**src/design/psp_mem.sv**
```systemverilog
// Single-port RAM, registered read.
module psp_mem #(
    parameter int DEPTH = 8,
    parameter int AW    = 3
) (
    input  logic          i_clk,
    input  logic          i_we,
    input  logic [AW-1:0] i_addr,
    input  logic [31:0]   i_wdata,
    output logic [31:0]   o_rdata
);
    logic [31:0] r_mem [DEPTH];

    always_ff @(posedge i_clk) begin
        if (i_we) begin
            r_mem[i_addr] <= i_wdata;
        end
        o_rdata <= r_mem[i_addr];
    end
endmodule

```
**config.mk**
```make
export PLATFORM = sky130hd
export DESIGN_NAME = psp_mem
export DESIGN_NICKNAME = d
export VERILOG_FILES = /design/src/design/psp_mem.sv
export SDC_FILE = /design/constraint.sdc
export NUM_CORES = 1
export LEC_CHECK = 0
export ABC_AREA = 1
export BUFFER_PORTS_ARGS = -buffer_cell sky130_fd_sc_hd__buf_2
export CORE_MARGIN = 8
export CORE_UTILIZATION = 45
export CTS_CLUSTER_DIAMETER = 40
export DETAILED_ROUTE_END_ITERATION = 10
export GPL_TIMING_DRIVEN = 1
export HOLD_SLACK_MARGIN = 0.03
export PLACE_DENSITY_LB_ADDON = 0.08
export SYNTH_ARGS = -nofsm -noshare
export SYNTH_HDL_FRONTEND = slang
export SYNTH_SLANG_ARGS = --single-unit
```
**constraint.sdc**
```tcl
create_clock -name i_clk -period 9.05 [get_ports i_clk]
set_input_delay 1.81 -clock i_clk [delete_from_list [all_inputs] [get_ports i_clk]]
set_output_delay 1.81 -clock i_clk [all_outputs]
set_load 0.02 [all_outputs]
```
---- Word-level counts from Yosys, hierarchy flattened ----
Memory sizes are Yosys's and may differ from the RTL's. A register that Yosys moved wholly into a read port is not among the register bits.
Cells that the tools add are included.
W data, S select, Z words.
operators by class
  divide/modulo/power cells ............... 0
  multiplexer cells ....................... 2
  shift-type cells ........................ 0
  equality and inequality tests ........... 0
  $lt $le $gt $ge ......................... 0
  bitwise operators ....................... 0
  reduce and logical (&&, ||, !) cells .... 0
  multipliers ............................. 0
  $add $sub $neg .......................... 0
operator list
  cell     count
  $mux W1  2
word-level totals
  bits in read-only memories .............. 0
  memory bits (writable) .................. 256
  bits in latches ......................... 0
  memories ................................ 1
  output and inout port bits .............. 32
  input bits .............................. 37
  bits in registers ....................... 0
memories
  memory  depth  bits a word  read ports  clocked after memory_dff  wr ports  RTL line  source
  r_mem   8      32           1           1                         1         12        logic [31:0] r_mem [DEPTH];

---- Longest topological paths before layout ----
Gate-level depths: netlist of the first run.
  depth after elaboration ................. 2
  mapped depth ............................ 9
  gate-level depth less buffers ........... 7

---- Worst setup path before layout of the first run ----
No wires, ideal clock.
  kind .................................... input to register
  start point ............................. in i_addr[0]
  end point ............................... mem r_mem[0][0], enable pin
  data required time ...................... 8,589 ps
  path slack .............................. 4,067 ps
  stages .................................. 5
  data arrival time ....................... 4,522 ps
  path through ............................ inv_2 > buf_2 > buf_2 > nand2_1 > nor3_1
RTL lines
  what         RTL line  source
  from (decl)  8         input logic [AW-1:0] i_addr,
  to (decl)    12
Straight into the memory's write port.

---- Final worst setup path of the first run ----
  start point ............................. in i_addr[2]
  end point ............................... mem r_mem[4][26], enable pin
Straight into the memory's write port.

==> reports/qor.txt, run 1 <==
Status: complete, no violations
Sequential Area: 0.00833 mm²
Total Nets Final: 1195
Avg Inst Size Synth: 10.6 µm²
Hold Crit Class: reg2reg
GRT Total Usage: 0.148
Core region area: 0.0251 mm²
HPWL Detailed: 12200 µm
Root buffer cell: clkbuf_16
Mapped Nets: 1121
Vias per cell: 4.56
Largest net degree at the start of global routing: 93
Starting Density: 0.457
Met3 wire len: 913 µm
Leak pwr: 5.92 nW
CP endpoint kind: register
Setup TNS: 0 ns
Footprint of the multi-input gates: 0.00236 mm²
Register area share after synthesis: 0.726
Hold EP: o_rdata[17]
DR vias: 6927
#FFs+latches synth: 288
Crit path depth: 5
Skew final: 0.00977 ns
Fin crit share: 0.444
Core Util, Final: 0.534
Worst-margin pin slew: 1.13 ns
Fmax: 0.249 GHz
CP Data Arrival Time: 4.13 ns
Slew HR: 0.243
Initial DRC Count: 327
Critical path's slowest cell: nor2_4
Worst R2R Start: r_mem[0][31]
Endpoints failing hold: 0
Row cnt: 58
Setup Viol. Count Final: 0
Max H-tree Level: 2
Final wirelength: 22700 µm
Critical Path Source Type: input port
Layout area overhead: 16.8%
Hold Path Cell Cnt: 6
Diodes inserted: 0
Die height: 176 µm
DRC viols: 0
R2r endpoint: o_rdata[31]
First-pass GRT wire length: 35900 µm
Die area: 0.0309 mm²
Final ANT Viol Nets: 0
Highest metal used: met4
Die width: 176 µm
Detail Route met2 WL: 11000 µm
Power Density: 238 mW/mm²
Reg2reg setup slack: 8.10 ns
Clk sinks: 288
Clk slew on worst S/H paths: 0.06 ns
Post-synthesis cell count: 1084
Yosys warns: 0
CTS tree: yes
First-pass DRT Iterations: 4
Synthesized area: 0.0115 mm²
Post-CTS sizing: 0
CP Max Fanout: 34
Hold-fix buffers, CTS: 0
Max incr delay on CP: 0.83 ns
WL met1: 10400 µm
Final min period: 4.02 ns
Ports: 69
Distinct cells, synth: 13
Clock Path Buffers: 3
Initial antenna violation count: 0
WHS: 0.612 ns
Layout cells sized above 1: 0.122
Port bufs: 68
RSZ-0062 raised after global routing: false
Number of global-route vias before repair: 6707
Crit path kind: in2reg
Buf/Inv on CP: 3
Placer Congestion: 0.705
Setup Buffers After CTS: 0
Drt wl/cell: 15.0 µm
Total power: 0.00319 W
CP most frequent cell: nor2_4
Clk_lat worst skew: 0.50 ns
R2R depth: 6
Congestion Overflow GR: 0
Crit path required time: 9.16 ns
Crit path cell chain: buf_2, inv_2, nor2_4, inv_1, nor2_4
Fill cells: 2253
Cts bufs inserted: 40
Worst vdd ir: 0.000157 V
CP top delay family: simple AND/OR/NAND/NOR gates
Worst Hold Launch: r_mem[3][17]
Slew Viols, Final: 0
Max Cap Viol: 0
-- how the worst max path moves through the flow --
stage,slack (ns),startpoint,end
2_1_floorplan,4.07,i_addr[0],r_mem[0][0]
3_3_place_gp,4.49,i_addr[2],r_mem[4][7]
3_5_place_dp,4.42,i_addr[2],r_mem[4][18]
4_1_cts,4.93,i_addr[2],r_mem[4][26]
5_1_grt,4.78,i_addr[2],r_mem[4][31]
6_report,5.03,i_addr[2],r_mem[4][26]
-- Yosys cell counts --
library cell | n | area [µm²]
edfxtp_1 | 256 | 7690
nor2_2 | 1 | 6.26
dfxtp_1 | 32 | 641
buf_2 | 29 | 145
buf_1 | 1 | 3.75
buf_4 | 10 | 75.1
inv_2 | 2 | 7.51
inv_1 | 158 | 593
nand3_1 | 62 | 310
nor3_1 | 2 | 10.0
clkbuf_1 | 4 | 15.0
nor2_1 | 6 | 22.5
nand2_1 | 521 | 1960
-- cell families after synthesis --
kind of cell | count (synthesis) | share of synthesized area
buffers and inverters | 204 | 0.0732
and+or+nand+nor | 592 | 0.201
DFF | 288 | 0.726
-- through the flow --
stage / area [µm²] / setup slack, ns / cells
after CTS: 13400 / 4.93 / 1518
after global routing: 13400 / 4.78 / 1518
final: 13400 / 5.03 / 1518
after global placement: 12100 / 4.49 / 1446
after detailed placement: 12100 / 4.42 / 1446
after floorplan: 11500 / 4.07 / 1084
-- worst register-to-register path, stage by stage, from the launching register on --
cell      delay [ns]
edfxtp_1        0.36
nand2_1         0.07
nand2_1         0.06
nand2_1         0.06
nand2_1         0.08
nand2_1         0.09
nand2_1         0.11
-- placed cells by master, fill, tap and decap left out, types with 3 or more instances in the layout --
master,instances
nand2_1,521
edfxtp_1,256
inv_1,158
buf_2,67
nand3_1,62
clkbuf_16,41
dfxtp_1,32
clkbuf_1,13
buf_4,9
nor2_4,7
clkinv_2,5
clkinvlp_4,5
bufinv_16,4
clkinv_4,3
-- per-layer routing --
metal	vias to the layer above	global-route usage
li1	3559	-
met1	3209	0.189
met2	124	0.252
met3	35	0.0303
met4	0	0.0381
met5	-	0
-- registers in the layout (all words and copies together) (netlist names) --
signal / count
r_mem: 256
o_rdata: 32
-- report_power, final --
group | internal [W] | leakage (nW) | switching (W)
Combinational | 0.0000505 | 2.72 | 0.000136
Sequential | 0.00150 | 2.59 | 0.0000107
Clock | 0.000949 | 0.611 | 0.000542
Total | 0.00250 | 5.92 | 0.000688
-- final cells by class --
cell class / count / area share
flip-flops and latches: 288 / 0.622
clock inverters: 18 / 0.0159
well taps: 330 / 0.0308
multi-input cells: 592 / 0.176
repair buffers: 76 / 0.0301
inverters: 160 / 0.0450
clock buffers: 54 / 0.0802
Note: power is estimated with default switching activity, not from simulation.
==> inputs of run 2 (changes only) <==
clock period = 3.3 ns   (was 9.05 ns; I/O delays follow)
==> run 2 against run 1 <==
Effect of this change:
- sequential power rose to 2.7 times the previous value
- critical path type unchanged
- first-iteration DRC count up 4.3%
- die area unchanged
- global-route usage up 1.1 points
- total power rose to 2.8 times the previous value
- critical path depth up 1
- highest routed layer unchanged
- sequential cell count unchanged
- core utilization up 1.1 points
- clock skew up 0.00099 ns
- final area up 2.1%
==> reports/qor.txt, run 2 (synthesis gave the netlist of run 1 again) <==
Max incr delay on CP: 0.39 ns (-0.44 ns)
Footprint of the multi-input gates: 0.00238 mm² (+0.53%)
Commonest cells after routing, fill and taps aside: nand2_1 (521), edfxtp_1 (256), inv_1 (158), buf_2 (67), nand3_1 (62)
RSZ-0062 raised after global routing: false
Fill cells: 2211 (-1.9%)
First-pass DRT Iterations: 4 (unchanged)
Post-Place Cells: 1465 (+1.3%)
Post-CTS sizing: 0 (unchanged)
Initial antenna violation count: 0 (unchanged)
Vias per cell: 4.56 (-0.10%)
Met1 Use GR: 0.209 (+0.0207)
CP endpoint kind: register
R2R depth: 6 (unchanged)
Hold EP: r_mem[3][15]
Status: complete, no violations
Largest registers: r_mem: 256 flops, o_rdata: 32 flops
Layout area overhead: 19.2%
Total Nets Final: 1213 (+1.5%)
Worst-margin pin slew: 0.889 ns (-0.244 ns)
Die width: 176 µm (unchanged)
Final wirelength: 23900 µm (+5.2%)
Final ANT Viol Nets: 0 (unchanged)
Busiest grt layer: met2
Met2 GRT Util: 0.264 (+0.0116)
First-pass GRT wire length: 38200 µm (+6.5%)
CTS tree: yes
CP most frequent cell: buf_4
DR vias: 7002 (+1.1%)
Worst Hold Launch: i_wdata[15]
Hold-fix buffers, CTS: 0 (unchanged)
CP Max Fanout: 33 (-2.9%)
Hold Crit Class: in2reg
Reg with most FFs: r_mem
Initial DRC Count: 341 (+4.3%)
Congestion Overflow GR: 0 (unchanged)
Clock Path Buffers: 3 (unchanged)
Crit path required time: 3.50 ns (-5.66 ns)
Max reg flops: 256 (unchanged)
Setup Viol. Count Final: 0 (unchanged)
Die area: 0.0309 mm² (unchanged)
Setup TNS: 0 ns (unchanged)
Root buffer cell: clkbuf_16
R2r endpoint: o_rdata[13]
Setup Buffers After CTS: 0 (unchanged)
Largest net degree at the start of global routing: 106 (+14%)
HPWL Detailed: 13600 µm (+11%)
Row cnt: 58 (unchanged)
Drt wl/cell: 15.6 µm (+4.0%)
GRT Total Usage: 0.159 (+0.0113)
Crit path kind: in2reg
Critical path's slowest cell: buf_4
Fin crit share: 0.539
Diodes inserted: 0 (unchanged)
Reg2reg setup slack: 2.41 ns (-5.69 ns)
Final min period: 1.78 ns
Hold Path Cell Cnt: 1 (-5)
Clk_lat worst skew: 0.52 ns (+0.02 ns)
Die height: 176 µm (unchanged)
Slew Viols, Final: 0 (unchanged)
Starting Density: 0.457 (unchanged)
Clk slew on worst S/H paths: 0.05 ns (about the same)
Crit path cell chain: buf_2, inv_2, buf_4, nand2_1, nor2_4, buf_4
Ports: 69 (unchanged)
Most common cell after layout, fill and taps aside: nand2_1
Number of global-route vias before repair: 6905 (+3.0%)
Leak pwr: 6.08 nW (+2.7%)
Worst R2R Start: r_mem[0][13]
Grt met3 use: 0.0329 (+0.00258)
Core region area: 0.0251 mm² (unchanged)
Clk sinks: 288 (unchanged)
Skew final: 0.0108 ns (+0.000994 ns)
Worst vdd ir: 0.000416 V (+170%)
Port bufs: 68 (unchanged)
DRC viols: 0 (unchanged)
WHS: 0.421 ns (-0.190 ns)
Max H-tree Level: 2 (unchanged)
CP Data Arrival Time: 1.98 ns (-2.15 ns)
Placer Congestion: 0.707 (+0.33%)
Endpoints failing hold: 0 (unchanged)
Layout cells sized above 1: 0.140 (+0.0181)
Cts bufs inserted: 39 (-2.5%)
Critical Path Source Type: input port
Fin cells: 1536 (+1.2%)
Power Density: 661 mW/mm² (+180%)
Fmax: 0.563 GHz
Slew HR: 0.408 (+0.165)
Sequential Area: 0.00833 mm² (unchanged)
Max Cap Viol: 0 (unchanged)
-- run 2: worst max-delay path by stage --
stage / start / to / slack (ns) / depth (start not counted)
6_report: i_addr[2] / r_mem[2][6] / 1.52 / 6
4_1_cts: o_rdata[26] / o_rdata[26] / 1.52 / 1
2_1_floorplan: i_addr[0] / r_mem[4][0] / 0.32 / 5
3_3_place_gp: i_addr[2] / r_mem[2][25] / 1.01 / 6
3_5_place_dp: i_addr[2] / r_mem[2][25] / 0.99 / 6
5_1_grt: i_addr[2] / r_mem[2][3] / 1.42 / 6
-- run 2: power breakdown --
group / total, W / switching (W) / internal [W]
registers: 0.00415 / 0.0000336 / 0.00412
clock network: 0.00435 / 0.00155 / 0.00280
logic: 0.000529 / 0.000378 / 0.000151
-- run 2: routing by layer --
metal,wire length [µm],share of wire
met5,0,0
met4,392,0.016
met3,954,0.040
met2,11200,0.47
met1,11300,0.47
-- run 2: stage by stage --
step	total power (W)	utilization	setup WS [ns]	area, µm²
2_1_floorplan	0.00455	-	0.324	11500
3_3_place_gp	0.00477	0.490	1.01	12300
3_5_place_dp	0.00477	0.490	0.990	12300
4_1_cts	0.00915	0.545	1.52	13700
5_1_grt	0.00937	0.545	1.42	13700
6_report	0.00904	0.545	1.52	13700
-- run 2: critical path, delay by kind of cell --
family                 cells  cell delay [ns]
and+or+nand+nor            2             0.41
buffers and inverters      4             0.90
-- run 2: cell type report --
type                    instances  share of cell area
well taps                     330              0.0302
clock buffers                  48              0.0753
clock inverters                23              0.0252
inverters                     160              0.0441
multi-input cells             592               0.174
repair buffers                 95              0.0426
flip-flops and latches        288               0.609
