## config.mk

```make
export PLATFORM = sky130hd
export DESIGN_NAME = psp_div
export DESIGN_NICKNAME = d
export VERILOG_FILES = /design/src/design/psp_div.sv
export SDC_FILE = /design/constraint.sdc
export NUM_CORES = 1
export LEC_CHECK = 0
export BUFFER_PORTS_ARGS = -buffer_cell sky130_fd_sc_hd__buf_4
export CAP_MARGIN = 20
export CORE_MARGIN = 1
export CORE_UTILIZATION = 53
export DETAILED_ROUTE_END_ITERATION = 10
export PLACE_DENSITY = 0.83
export SYNTH_ARGS = -nofsm -noshare
export SYNTH_HDL_FRONTEND = slang
export SYNTH_SLANG_ARGS = --single-unit
```

## constraint.sdc

```tcl
create_clock -name i_clk -period 2.94 [get_ports i_clk]
set_clock_uncertainty 0.15 [all_clocks]
set_input_delay 0.588 -clock i_clk [delete_from_list [all_inputs] [get_ports i_clk]]
set_output_delay 0.588 -clock i_clk [all_outputs]
set_load 0.03 [all_outputs]
```

## src/design/psp_div.sv

```systemverilog
// Signed 34-bit by unsigned 17-bit division, truncating toward zero; one quotient bit a cycle.
module psp_div (
    input  logic               i_clk,
    input  logic               i_rst_n,
    input  logic               i_start,
    input  logic signed [33:0] i_num,
    input  logic        [16:0] i_den,
    output logic               o_busy,
    output logic signed [33:0] o_quo
);
    logic [33:0] r_q;
    logic [33:0] r_rem;
    logic [16:0] r_den;
    logic [5:0]  r_cnt;
    logic        r_neg;
    logic        r_busy;
    logic [34:0] w_trial;
    logic [33:0] w_rem_sh;

    assign w_rem_sh = {r_rem[32:0], r_q[33]};
    assign w_trial  = {1'b0, w_rem_sh} - {18'd0, r_den};

    always_ff @(posedge i_clk) begin
        if (!i_rst_n) begin
            r_busy <= 1'b0;
            r_cnt  <= '0;
        end else if (i_start) begin
            r_busy <= 1'b1;
            r_cnt  <= 6'd34;
            r_neg  <= i_num[33];
            r_q    <= i_num[33] ? 34'(-i_num) : i_num;
            r_rem  <= '0;
            r_den  <= i_den;
        end else if (r_busy) begin
            if (!w_trial[34]) begin
                r_rem <= w_trial[33:0];
                r_q   <= {r_q[32:0], 1'b1};
            end else begin
                r_rem <= w_rem_sh;
                r_q   <= {r_q[32:0], 1'b0};
            end
            r_cnt <= r_cnt - 6'd1;
            if (r_cnt == 6'd1) begin
                r_busy <= 1'b0;
            end
        end
    end

    assign o_busy = r_busy;
    assign o_quo  = r_neg ? 34'(-r_q) : r_q;
endmodule

```

### Yosys cells after proc, flatten, opt, wreduce, memory -nomap -nowiden

Index checks and enable logic that the tools add are counted.

| word-level totals | value |
|---|---|
| output and inout bits | 35 |
| register bits after elaboration | 92 |
| word-level logic and storage cells | 29 |

| operators by class | value |
|---|---|
| add/subtract/negate cells | 4 |
| reductions and logical operators | 4 |
| muxes and demuxes | 12 |
| equality and inequality tests | 1 |
| bitwise logic cells | 1 |

Operators with widths:

| cell | count |
|---|---|
| two-way mux 34 bit | 4 |
| negator 34 bit | 2 |
| two-way mux 33 bit | 2 |
| subtractor 34 x 17 -> 35 bit | 1 |
| two-way mux 6 bit | 2 |
| equality test 6 x 1 -> 1 bit (second input constant) | 1 |
| subtractor 6 x 1 -> 6 bit (second input constant) | 1 |
| two-way mux 1 bit | 4 |
| AND reduction 2 bit | 2 |
| nonzero test 2 bit | 1 |
| OR reduction 2 bit | 1 |
| inverter 1 bit | 1 |

### Logic depth before layout (Yosys ltp)

Gate-level depths: netlist (run 1).

| logic depth | value |
|---|---|
| word-level depth | 4 |
| gate-level depth with buffers | 13 |

### Worst setup path after synthesis (run 1)

OpenSTA, ideal clock, no wires.

| timing path | value |
|---|---|
| path type | flip-flop to output port |
| start | reg r_q[22] |
| end | out o_quo[33] |
| stages on the path, launching flop included | 7 |
| setup slack | -0.384 ns |
| arrival | 2.586 ns |
| cells stage by stage | edfxtp_1 -> or4_4 -> or3_1 -> or3_4 -> or3_1 -> o31ai_2 -> xnor2_1 |

| between the ends | value |
|---|---|
| cells in the longest elaborated chain, start to end | 2 |

RTL lines:

| item | line | text |
|---|---|---|
| start: declaration | 11 | `logic [33:0] r_q;` |
| start signal: assignment | 31 | `r_q <= i_num[33] ? 34'(-i_num) : i_num;` |
| start signal: assignment | 37 | `r_q <= {r_q[32:0], 1'b1};` |
| start signal: assignment | 40 | `r_q <= {r_q[32:0], 1'b0};` |
| negator 34 bit | 50 | `assign o_quo = r_neg ? 34'(-r_q) : r_q;` |
| two-way mux 34 bit | 50 |  |
| end: declaration | 9 | `output logic signed [33:0] o_quo` |

No other way between the ends.

### Worst setup path in the final report (run 1)

| timing path | value |
|---|---|
| start | reg r_q[7] |
| end | out o_quo[29] |

Same word-level chain as after synthesis.

==> metrics.txt, run 1 <==
max incr delay on CP=0.45 ns; hold depth=1; Worst Setup End Kind=output port; critical path, cell by cell=nor4_4 > buf_4 > nand4_1 > or3_4 > or3_4 > o31ai_4 > buf_4 > xnor2_2 > buf_6; routed wl met2=10.9 mm; Root Driver=clkbuf_16; clock share of power=28.6%; wire per inst=20.8 µm; Post-Syn Nets=755; Critical Path AT=3.00 ns; die height=112 µm; Placer Congestion=0.922; initial antenna violation count=0; count of different cell masters after synthesis=62; worst setup path startpoint=r_q[7]; CTS tree=yes; Synth area leaders=edfxtp_1 (40%), xnor2_1 (7.2%), a21oi_1 (4.7%), ha_1 (4.1%), xor2_1 (4.1%); count of final setup violators=29; Max Buffers Root-to-Sink=2; cell internal pwr=0.00290 W; Tmin final=3.74 ns; DP Area=8060 µm²; Syn Area/Cell=9.49 µm²; most common cell after layout, fill and taps aside=buf_4; Top Layer Used=met4; Synth Warn #=0; Hold Crit Endpoint=r_den[16]; Max Clk Rate=267 MHz; Worst Path Buf+Inv=3; Final period util=127%; register bit total from synthesis=92; die area=12,600 µm²; leak pwr=3.55 nW; clk slew on worst S/H paths=0.07 ns; power per cell area=473 nW/µm²; final hold slack=0.252 ns; hold_buf cts=0; Max IR drop VDD=0.000339 V; Setup TNS Final=-12.37 ns; commonest cells after routing, fill and taps aside=buf_4 (188), edfxtp_1 (85), nand2_1 (67); delay-heaviest family, CP=simple AND/OR/NAND/NOR gates; vias per cell=6.38; CTS HTree Levels=3; fin area=9150 µm²; Die X=112 µm; Final Max Slew Viols=0; length of routed met3 wiring=1.50 mm; RSZ-0062 raised after global routing=true; worst r2r src=r_rem[8]; vias in the first global route=6,283; Critical-path top delay cell=edfxtp_1; Setup WS post-layout=-0.802 ns; largest net degree at the start of global routing=69; Post-Route M1 WL=7.94 mm; Final ANT Viol Nets=0; Sw Ratio=32.8%; wirelength, routed=21.2 mm; Critical Path Fanout Max=7; max_cap viols=0; Synth top area share=39.6%; Remaining DRCs=1; Reg2Reg Depth=10; Worst Path Required=2.20 ns; failing checks=design-rule violations, negative setup slack; Slew HR=41.9%; Inst Count DP=980; Sw Pwr=0.00142 W; Total Nets Final=948; Mapped Area=6450 µm²; starting density of the core=55.5%; Vias=6,510; clk sinks=92; largest area contributor in the netlist=edfxtp_1; Final Hold Vio Count=0; CP Class=reg -> out; I/O Buffers=88; Slew @ Worst Pin=0.865 ns; number of CTS-inserted buffers=9; I/O pin total=89; drt first-iter violations=632; num rows=39; HP Class=in -> reg; GRT Total Usage=30.6%; hold path startpoint=i_den[16]; diode count=0; first-pass GRT wire length=30.6 mm; layout cells sized above 1=39.7%; post-synthesis sequential area ratio=41.8%; FF-to-FF setup slack=-0.10 ns; outcome=finished with violations; Async SR Flop Fraction=0%; grt ovf=0; worst skew pair latency=0.36 ns; Flop pwr share=38.2%; Finished Layout Cells=1,020; Area Overhead vs Synth=41.9%; Final HPWL DP=12.5 mm; ys flop type=edfxtp_1; total of fill cells in the finished design=636; Post-synth EDFFs=85; dpl ws=-0.399 ns; Worst R2R End=r_rem[26]; Logic pwr share=33.2%; Gate Count Post-Synth=679; Pre-Repair DR Iteration Count=8; CP Launch Type=flop; CORE AREA=11,600 µm²
==> timing repair <==
item,CTS,global route
endpoints found under the setup margin,52,52
pin swaps,8,19
endpoints found under the hold margin,0,0
buffers inserted,11,14
gates resized for setup,59,61
gates cloned,0,1
==> how the worst max path moves through the flow <==
stage                      endpoint  slack [ns]  depth (start not counted)
after floorplan           o_quo[33]       -0.24                          6
after global placement    o_quo[33]       -0.34                          7
after detailed placement  o_quo[30]       -0.40                          7
after CTS                 o_quo[33]       -0.75                          7
after global routing      o_quo[29]       -0.88                          9
final                     o_quo[29]       -0.80                          9
==> state kept, by name, summed over array words and instances, names as in the netlist <==
signal,cells
r_q,34
r_rem,33
r_den,17
r_cnt,6
o_busy,1
r_neg,1
==> cell type report <==
cell class | instances | area, µm² | area share (%)
tap | 143 | 179 | 1.96
multi-input combinational | 528 | 4150 | 45.4
sequential | 92 | 2690 | 29.4
clock buffer | 11 | 253 | 2.76
inverter | 27 | 101 | 1.11
timing repair buffer | 214 | 1710 | 18.7
clock inverter | 5 | 58.8 | 0.643
==> per-layer routing <==
layer | vias up | GRT usage [%]
met2 | 370 | 53.1
met1 | 3160 | 37.5
met3 | 112 | 5.78
met5 | - | 0
li1 | 2868 | -
met4 | 0 | 12.4
==> worst reg2reg max path, stage by stage (launching register included) <==
cell and delay [ns]:
edfxtp_1 0.46, ha_4 0.34, nand2_1 0.08, o211ai_1 0.24, o2111ai_2 0.20, a31oi_4 0.33
nor3_4 0.09, buf_6 0.16, buf_4 0.14, nor4_4 0.30, mux2_4 0.32
==> through the flow <==
stage	total power, W	util (%)
5_1_grt	0.00446	78.8
2_1_floorplan	0.00241	-
6_report	0.00433	78.8
3_5_place_dp	0.00289	69.4
3_3_place_gp	0.00285	69.4
4_1_cts	0.00417	75.1
==> Yosys cell counts (6+ instances only) <==
library cell / count
inv_1: 27
o31ai_1: 14
mux2_2: 23
nand3_1: 11
nand4_1: 6
xor2_1: 30
nor4_1: 7
nand2b_1: 6
dfxtp_1: 7
edfxtp_1: 85
nor2b_1: 12
xnor2_1: 53
nand2_1: 69
nor2_1: 63
a211oi_1: 7
a21oi_1: 61
nor3_1: 13
or3_1: 17
ha_1: 21
o21ai_0: 35
o41ai_1: 8
clkbuf_1: 25
==> power groups by stage <==
| stage | sequential, W | clock [W] | combinational, W |
|---|---|---|---|
| floorplan | 0.00166 | 0 | 0.000752 |
| global placement | 0.00165 | 0 | 0.00120 |
| detailed placement | 0.00166 | 0 | 0.00123 |
| CTS | 0.00164 | 0.00123 | 0.00130 |
| global route | 0.00166 | 0.00128 | 0.00152 |
| finish | 0.00165 | 0.00124 | 0.00144 |
==> cells by family after synthesis <==
kind of cell / Yosys count / share of synthesized area, %
AO/OA/AOI/OAI: 160 / 15.5
flip-flops: 92 / 41.8
XOR/XNOR: 83 / 11.3
buffers and inverters: 59 / 3.59
adder cells (fa/ha/maj): 22 / 4.39
multiplexers: 24 / 4.17
AND/OR/NAND/NOR: 239 / 19.3
No activity file was read; power rests on OpenSTA's default activity.
==> run 2: changes to the inputs <==
--- a/config.mk
+++ b/config.mk
@@ -5,9 +5,9 @@
 export SDC_FILE = /design/constraint.sdc
 export NUM_CORES = 1
 export LEC_CHECK = 0
-export BUFFER_PORTS_ARGS = -buffer_cell sky130_fd_sc_hd__buf_4
+export BUFFER_PORTS_ARGS = -buffer_cell sky130_fd_sc_hd__buf_2
 export CAP_MARGIN = 20
-export CORE_MARGIN = 1
+export CORE_MARGIN = 2
 export CORE_UTILIZATION = 53
 export DETAILED_ROUTE_END_ITERATION = 10
 export PLACE_DENSITY = 0.83
==> metrics.txt, run 2 (synthesized netlist as in run 1, its figures left out) <==
outcome=finished with violations; failing checks=negative setup slack; critical path, cell by cell=or4_4 > or3_4 > or3_4 > or3_4 > o31ai_4 > xnor2_2 > buf_6; HP Class=in -> reg; GRT Total Usage=28.5%; Critical Path Fanout Max=3; Final Max Slew Viols=0; biggest regs=r_q: 34 flops, r_rem: 33 flops, r_den: 17 flops; commonest cells after routing, fill and taps aside=buf_4 (141), edfxtp_1 (85), buf_2 (68); Largest Register=r_q; Max Clk Rate=270 MHz; RSZ-0062 raised after global routing=true; CORE AREA=12,000 µm²; power per cell area=462 nW/µm²; CTS HTree Levels=3; CP Class=reg -> out; Setup WS post-layout=-0.767 ns; num rows=40; hold_buf cts=0; vias per cell=6.10; Finished Layout Cells=1,047; Remaining DRCs=0; worst skew pair latency=0.37 ns; Total Nets Final=971; Setup TNS Final=-13.84 ns; Critical-path top delay cell=or4_4; die area=13,100 µm²; number of CTS-inserted buffers=9; dpl ws=-0.430 ns; Max IR drop VDD=0.000277 V; clk slew on worst S/H paths=0.08 ns; layout cells sized above 1=44.4%; Worst Path Required=2.20 ns; leak pwr=3.65 nW; Pre-Repair DR Iteration Count=7; Final period util=126%; Inst Count DP=999; wirelength, routed=19.9 mm; Critical Path AT=2.97 ns; initial antenna violation count=0; die height=114 µm; diode count=0; count of final setup violators=47; Final ANT Viol Nets=0; max incr delay on CP=0.58 ns; most used cell, CP=or3_4; Vias=6,390; Final HPWL DP=12.4 mm; largest net degree at the start of global routing=79; fin area=9410 µm²; I/O Buffers=88; starting density of the core=53.9%; CTS tree=yes; drt first-iter violations=470; Tmin final=3.71 ns; grt ovf=0; delay-heaviest family, CP=simple AND/OR/NAND/NOR gates; max_cap viols=0; Slew @ Worst Pin=0.907 ns; Worst Path Buf+Inv=1; Slew HR=39.5%; first-pass GRT wire length=29.4 mm; clk sinks=92; Die X=114 µm; total of fill cells in the finished design=656; wire per inst=19.0 µm; DP Area=7970 µm²; most common cell after layout, fill and taps aside=buf_4; vias in the first global route=6,097; Final Hold Vio Count=0; max reg flops=34; Placer Congestion=0.941; I/O pin total=89; Worst Setup End Kind=output port; Area Overhead vs Synth=46.0%; CP Launch Type=flop; Max Buffers Root-to-Sink=2; Root Driver=clkbuf_16
## run 2: cell types whose count changed in the layout (fill, tap and decap cells not counted), sizes merged
cell,change
buf,+23
clkinvlp,-1
clkbuf,-2
clkinv,+1
bufinv,-1
inv,+3
## run 2: final timing paths
path         startpoint        end  slack, ns  cells past startpoint
max             r_q[23]  o_quo[33]      -0.77                      7
min            i_den[6]   r_den[6]       0.24                      1
max reg2reg     r_q[33]   r_rem[0]      -0.20                     13
min reg2reg    r_cnt[5]     o_busy       0.37                      1
## run 2: repair_timing
item | in CTS | in global routing
buffers inserted | 19 | 18
gates cloned | 2 | 0
setup endpoints to repair | 52 | 56
resized for setup | 120 | 83
pin swaps | 35 | 45
## run 2: routing by layer
metal	global-route usage [%]	wire, µm	vias to the layer above
met3	3.97	1200	59
met5	0	0	-
met2	48.8	10300	301
li1	-	-	2919
met4	13.7	580	0
met1	35.5	7810	3111
## run 2: cell type report
cell class	count	area, µm²	area share (%)
clock buffer	9	225	2.39
clock inverter	7	78.8	0.838
inverter	27	101	1.08
multi-input combinational	528	4360	46.3
sequential	92	2690	28.6
tap	147	184	1.95
timing repair buffer	237	1770	18.8
## run 2: through the flow
stage | utilization [%] | power (W) | hold slack, ns
2_1_floorplan | - | 0.00241 | 0.323
3_3_place_gp | 66.7 | 0.00281 | 0.341
3_5_place_dp | 66.7 | 0.00285 | 0.348
4_1_cts | 74.5 | 0.00418 | 0.239
5_1_grt | 78.7 | 0.00450 | 0.241
6_report | 78.7 | 0.00435 | 0.242
## run 2: report_power, final
part           internal, W  leakage [nW]  switching (W)  total (W)
registers          0.00156         0.870      0.0000817    0.00164
logic             0.000670          2.64       0.000834    0.00150
clock network     0.000605         0.148       0.000592    0.00120
total              0.00284          3.65        0.00151    0.00435
